**config.mk**
```make
export PLATFORM = sky130hd
export DESIGN_NAME = tsm_ram
export DESIGN_NICKNAME = d
export VERILOG_FILES = /design/src/tsm_ram.sv
export SDC_FILE = /design/constraint.sdc
export NUM_CORES = 2
export LEC_CHECK = 0
export ABC_AREA = 1
export BUFFER_PORTS_ARGS = -buffer_cell sky130_fd_sc_hd__buf_4
export CORE_MARGIN = 10
export CORE_UTILIZATION = 40
export CTS_CLUSTER_DIAMETER = 60
export DETAILED_ROUTE_END_ITERATION = 8
export PLACE_DENSITY = 0.69
export REMOVE_ABC_BUFFERS = 1
export SYNTH_ARGS = -nofsm -noshare
export SYNTH_HDL_FRONTEND = slang
export SYNTH_SLANG_ARGS = --single-unit
export TNS_END_PERCENT = 100
```
**constraint.sdc**
```tcl
create_clock -name i_clk -period 5.6 [get_ports i_clk]
set_input_delay 1.4 -clock i_clk [delete_from_list [all_inputs] [get_ports i_clk]]
set_output_delay 1.4 -clock i_clk [all_outputs]
set_load 0.02 [all_outputs]
```
**src/tsm_ram.sv**
```systemverilog
// Generic single-write, single-read synchronous RAM with a registered read port.
module tsm_ram #(
    parameter int WIDTH = 34,
    parameter int DEPTH = 64,
    localparam int AW = (DEPTH > 1) ? $clog2(DEPTH) : 1
) (
    input  logic             i_clk,
    input  logic             i_we,
    input  logic [AW-1:0]    i_waddr,
    input  logic [WIDTH-1:0] i_wdata,
    input  logic             i_re,
    input  logic [AW-1:0]    i_raddr,
    output logic [WIDTH-1:0] o_rdata
);

    logic [WIDTH-1:0] r_mem [DEPTH];
    logic [WIDTH-1:0] r_rdata;

    always_ff @(posedge i_clk) begin
        if (i_we) begin
            r_mem[i_waddr] <= i_wdata;
        end
        if (i_re) begin
            r_rdata <= r_mem[i_raddr];
        end
    end

    assign o_rdata = r_rdata;

endmodule

```
# --- Word-level counts from Yosys, hierarchy flattened ---
# Memory sizes are Yosys's and may differ from the RTL's. A register that Yosys moved wholly into a read port is not among the register bits.
# Cells that the tools add are included.
op_classes:
  n_mux: 2
op_table:
  columns: ["op", "count"]
  rows:
  - ["two-way mux 1 bit", 2]
totals:
  regBits: 0
  ramBits: 2176
  input_bits: 49
  out_inout_bits: 34
  elab_cells: 3
  memories: 1
mem_list:
  columns: ["name", "words", "word_bits", "read_ports", "rd_clocked_by_memory_dff", "write_ports", "line_no", "source"]
  rows:
  - ["r_mem", 64, 34, 1, 1, 1, "16", "logic [WIDTH-1:0] r_mem [DEPTH];"]

# --- Longest topological paths before layout ---
depth:
  word_depth: 2
  mapped_depth: 13
  mapped_depth_nobuf: 9

# --- Worst setup path after synthesis ---
# Ideal clock, no wire load.
synth_timing:
  path_kind: "input to register"
  start: "input port i_we"
  end: "memory r_mem[48][0] (enable)"
  setup_time_ps: 511
  arrival_time_ps: 5216
  t_required_ps: 5089
  setup_slack_ps: -127
  stages: 3
  path_buffers: 1
  path_cell_list: "clkbuf_1 > nand4_1 > nor4_1"
synth_via:
  elab_chain_len: 2
synth_lines:
  columns: ["element", "line_no", "source"]
  rows:
  - ["start, declared", "8", "input logic i_we,"]
  - ["two-way mux 1 bit", "20", "if (i_we) begin"]
  - ["two-way mux 1 bit (implied by the code)", "21", "r_mem[i_waddr] <= i_wdata;"]
  - ["end, declared", "16", null]
# No other way between the ends.

==> out/qor.yml <==
yosys_warnings: 0
r2r_slack_ns: 3.64
finalClockSkew_ns: 0.0592
grt-ovfl-total: 0
antenna_found_initial: 18
io_pins: 83
first_iter_violations: 7499
clk_pin_slew_ns: 0.06
post_cts.repair.setup_buffers: 0
fin_area_sq_um: 99200
h-tree-depth: 4
port_buffers: 82
firstDrtPassIters: 8
worstPathArrival_ns: 4.41
synth_cell_types: 16
dpl_cell_area_sq_um: 92600
grt_pass1_wl_mm: 369
cts_hold_buf: 0
row_count: 172
grt_pass1_vias: 55300
ctsResizeCount: 0
route.detailed.drc: 0
cts-buffers-inserted: 205
antenna_left: 0
status: "completed"
dieArea_sq_um: 240000
synth_top_cell_area_share_pct: 75.2
avgRoutedWirePerCell_microns: 24.5
setup_tns_ns: 0
final_cells: 10300
ir_drop_v: 0.000341
finalHoldViolations: 0
clock_latency_ns: 0.87
endpoint_kind: "flop"
crit_required_ns: 6.31
final_nets: 7228
ys_seq_elements: 2210
vias: 58400
place_congestion: 0.844
crit_type: "in2reg"
maxCapViolations: 0
critical_path_peak_fanout: 118
setup_viol: 0
placedCellCount: 9930
die_w_microns: 490
hp-class: "reg2reg"
power.density_cell_area_nw_per_um2: 345
cts_sinks: 2210
areaGrowthSynthToFinish_pct: 12.3
root_buffer: "clkbuf_16"
start_kind: "input pin"
initial_core_util_pct: 40.2
fin_crit_ns: 3.70
slew_viol_final: 0
grt_setup_unrepaired: "no"
total_power_mw: 34.2
design.core.area_sq_um: 220000
cts_tree: "yes"
syn_area_per_cell_sq_um: 12.3
grt_max_degree: 187
track_usage_pct: 20.5
fmax_ghz: 0.270
die_h_microns: 490
finalWirelength_mm: 253
synth_area_sq_um: 88300
vias_per_cell: 5.66
syn_inst: 7188
p_leak_nw: 34.3
slew_headroom_pct: 24.5
yosys.area.top_type: "edfxtp_1"
min_period_over_period_pct: 66.2
drive_gt1_share_pct: 8.25
hpwlAfterDp_mm: 136
fillCellCount: 19100
fin_util_pct: 45.1
cts_buffer_depth: 3
synth_area_leaders: "edfxtp_1 (75%), nand3_1 (11%), nand2_1 (10%)"
yosysSeqAreaShare_pct: 75.2
tightest_slew_ns: 1.13
==> final cells by class <==
class | instances | area, sq um | area share, %
flip-flops and latches | 2210 | 66400 | 66.9
multi-input cells | 4489 | 19900 | 20.1
clock buffers | 252 | 5350 | 5.39
well taps | 2958 | 3700 | 3.73
repair buffers | 261 | 2600 | 2.62
clock inverters | 125 | 1160 | 1.17
inverters | 12 | 82.6 | 0.0833
diodes | 9 | 22.5 | 0.0227
==> cell usage after synthesis, drive strengths merged <==
library cell and n:
buf 385, clkbuf 92, clkinv 1, edfxtp 2210, inv 11, nand2 2392
nand3 2024, nand4 9, nor2 56, nor4 8
==> cells in the final DEF (no fill, tap or decap), drive strengths merged <==
master and count:
edfxtp 2210, buf 261, nor4 8, clkinvlp 4
diode 9, clkbuf 252, nand2 2392, bufinv 18
inv 19, clkinv 96, nand3 2024, nor2 56
nand4 9
==> registers in the layout, indices dropped and copies added, names as in the netlist <==
register,flops
o_rdata,34
r_mem,2176
==> routing by layer <==
| metal | GRT usage (%) | part of all wire [%] |
|---|---|---|
| met5 | 0 | 0.014 |
| met4 | 11.1 | 6.0 |
| met3 | 3.80 | 9.8 |
| met2 | 32.6 | 47 |
| met1 | 26.6 | 38 |
==> worst max-delay path, stage by stage <==
cell     delay (ns)
buf_8          0.21
inv_16         0.42
buf_12         0.32
buf_4          0.36
buf_4          0.34
nand2_1        0.09
nand3_1        0.07
nand3_1        0.09
nand3_1        0.08
nand3_1        0.26
nand2_1        0.17
nand2_1        0.22
nand2_1        0.20
==> through the flow <==
stage	hold slack [ns]	setup WS [ns]
floorplan	0.796	-1.66
global placement	0.866	1.09
detailed placement	0.873	1.06
CTS	0.898	1.98
global route	0.982	1.81
finish	0.903	1.90
==> kinds of logic (layout without fill, tap and decap cells) <==
logic type,after synthesis,after routing,synth area share [%]
buffers and inverters,489,650,2.82
flip-flops,2210,2210,75.2
other,0,9,0
AND/OR/NAND/NOR,4489,4489,22.0
==> final timing paths <==
check,end,depth (start not counted),from
max,o_rdata[26]$_DFFE_PP_,13,i_raddr[0]
min reg2reg,o_rdata[29]$_DFFE_PP_,8,r_mem[30][29]$_DFFE_PP_
max reg2reg,o_rdata[1]$_DFFE_PP_,8,r_mem[55][1]$_DFFE_PP_
min,o_rdata[29]$_DFFE_PP_,8,r_mem[30][29]$_DFFE_PP_
==> power by group <==
group,internal (mW),switching (mW)
Combinational,0.511,1.65
Sequential,18.3,0.0666
Clock,7.62,6.03
Power figures use the tool's default switching activity.
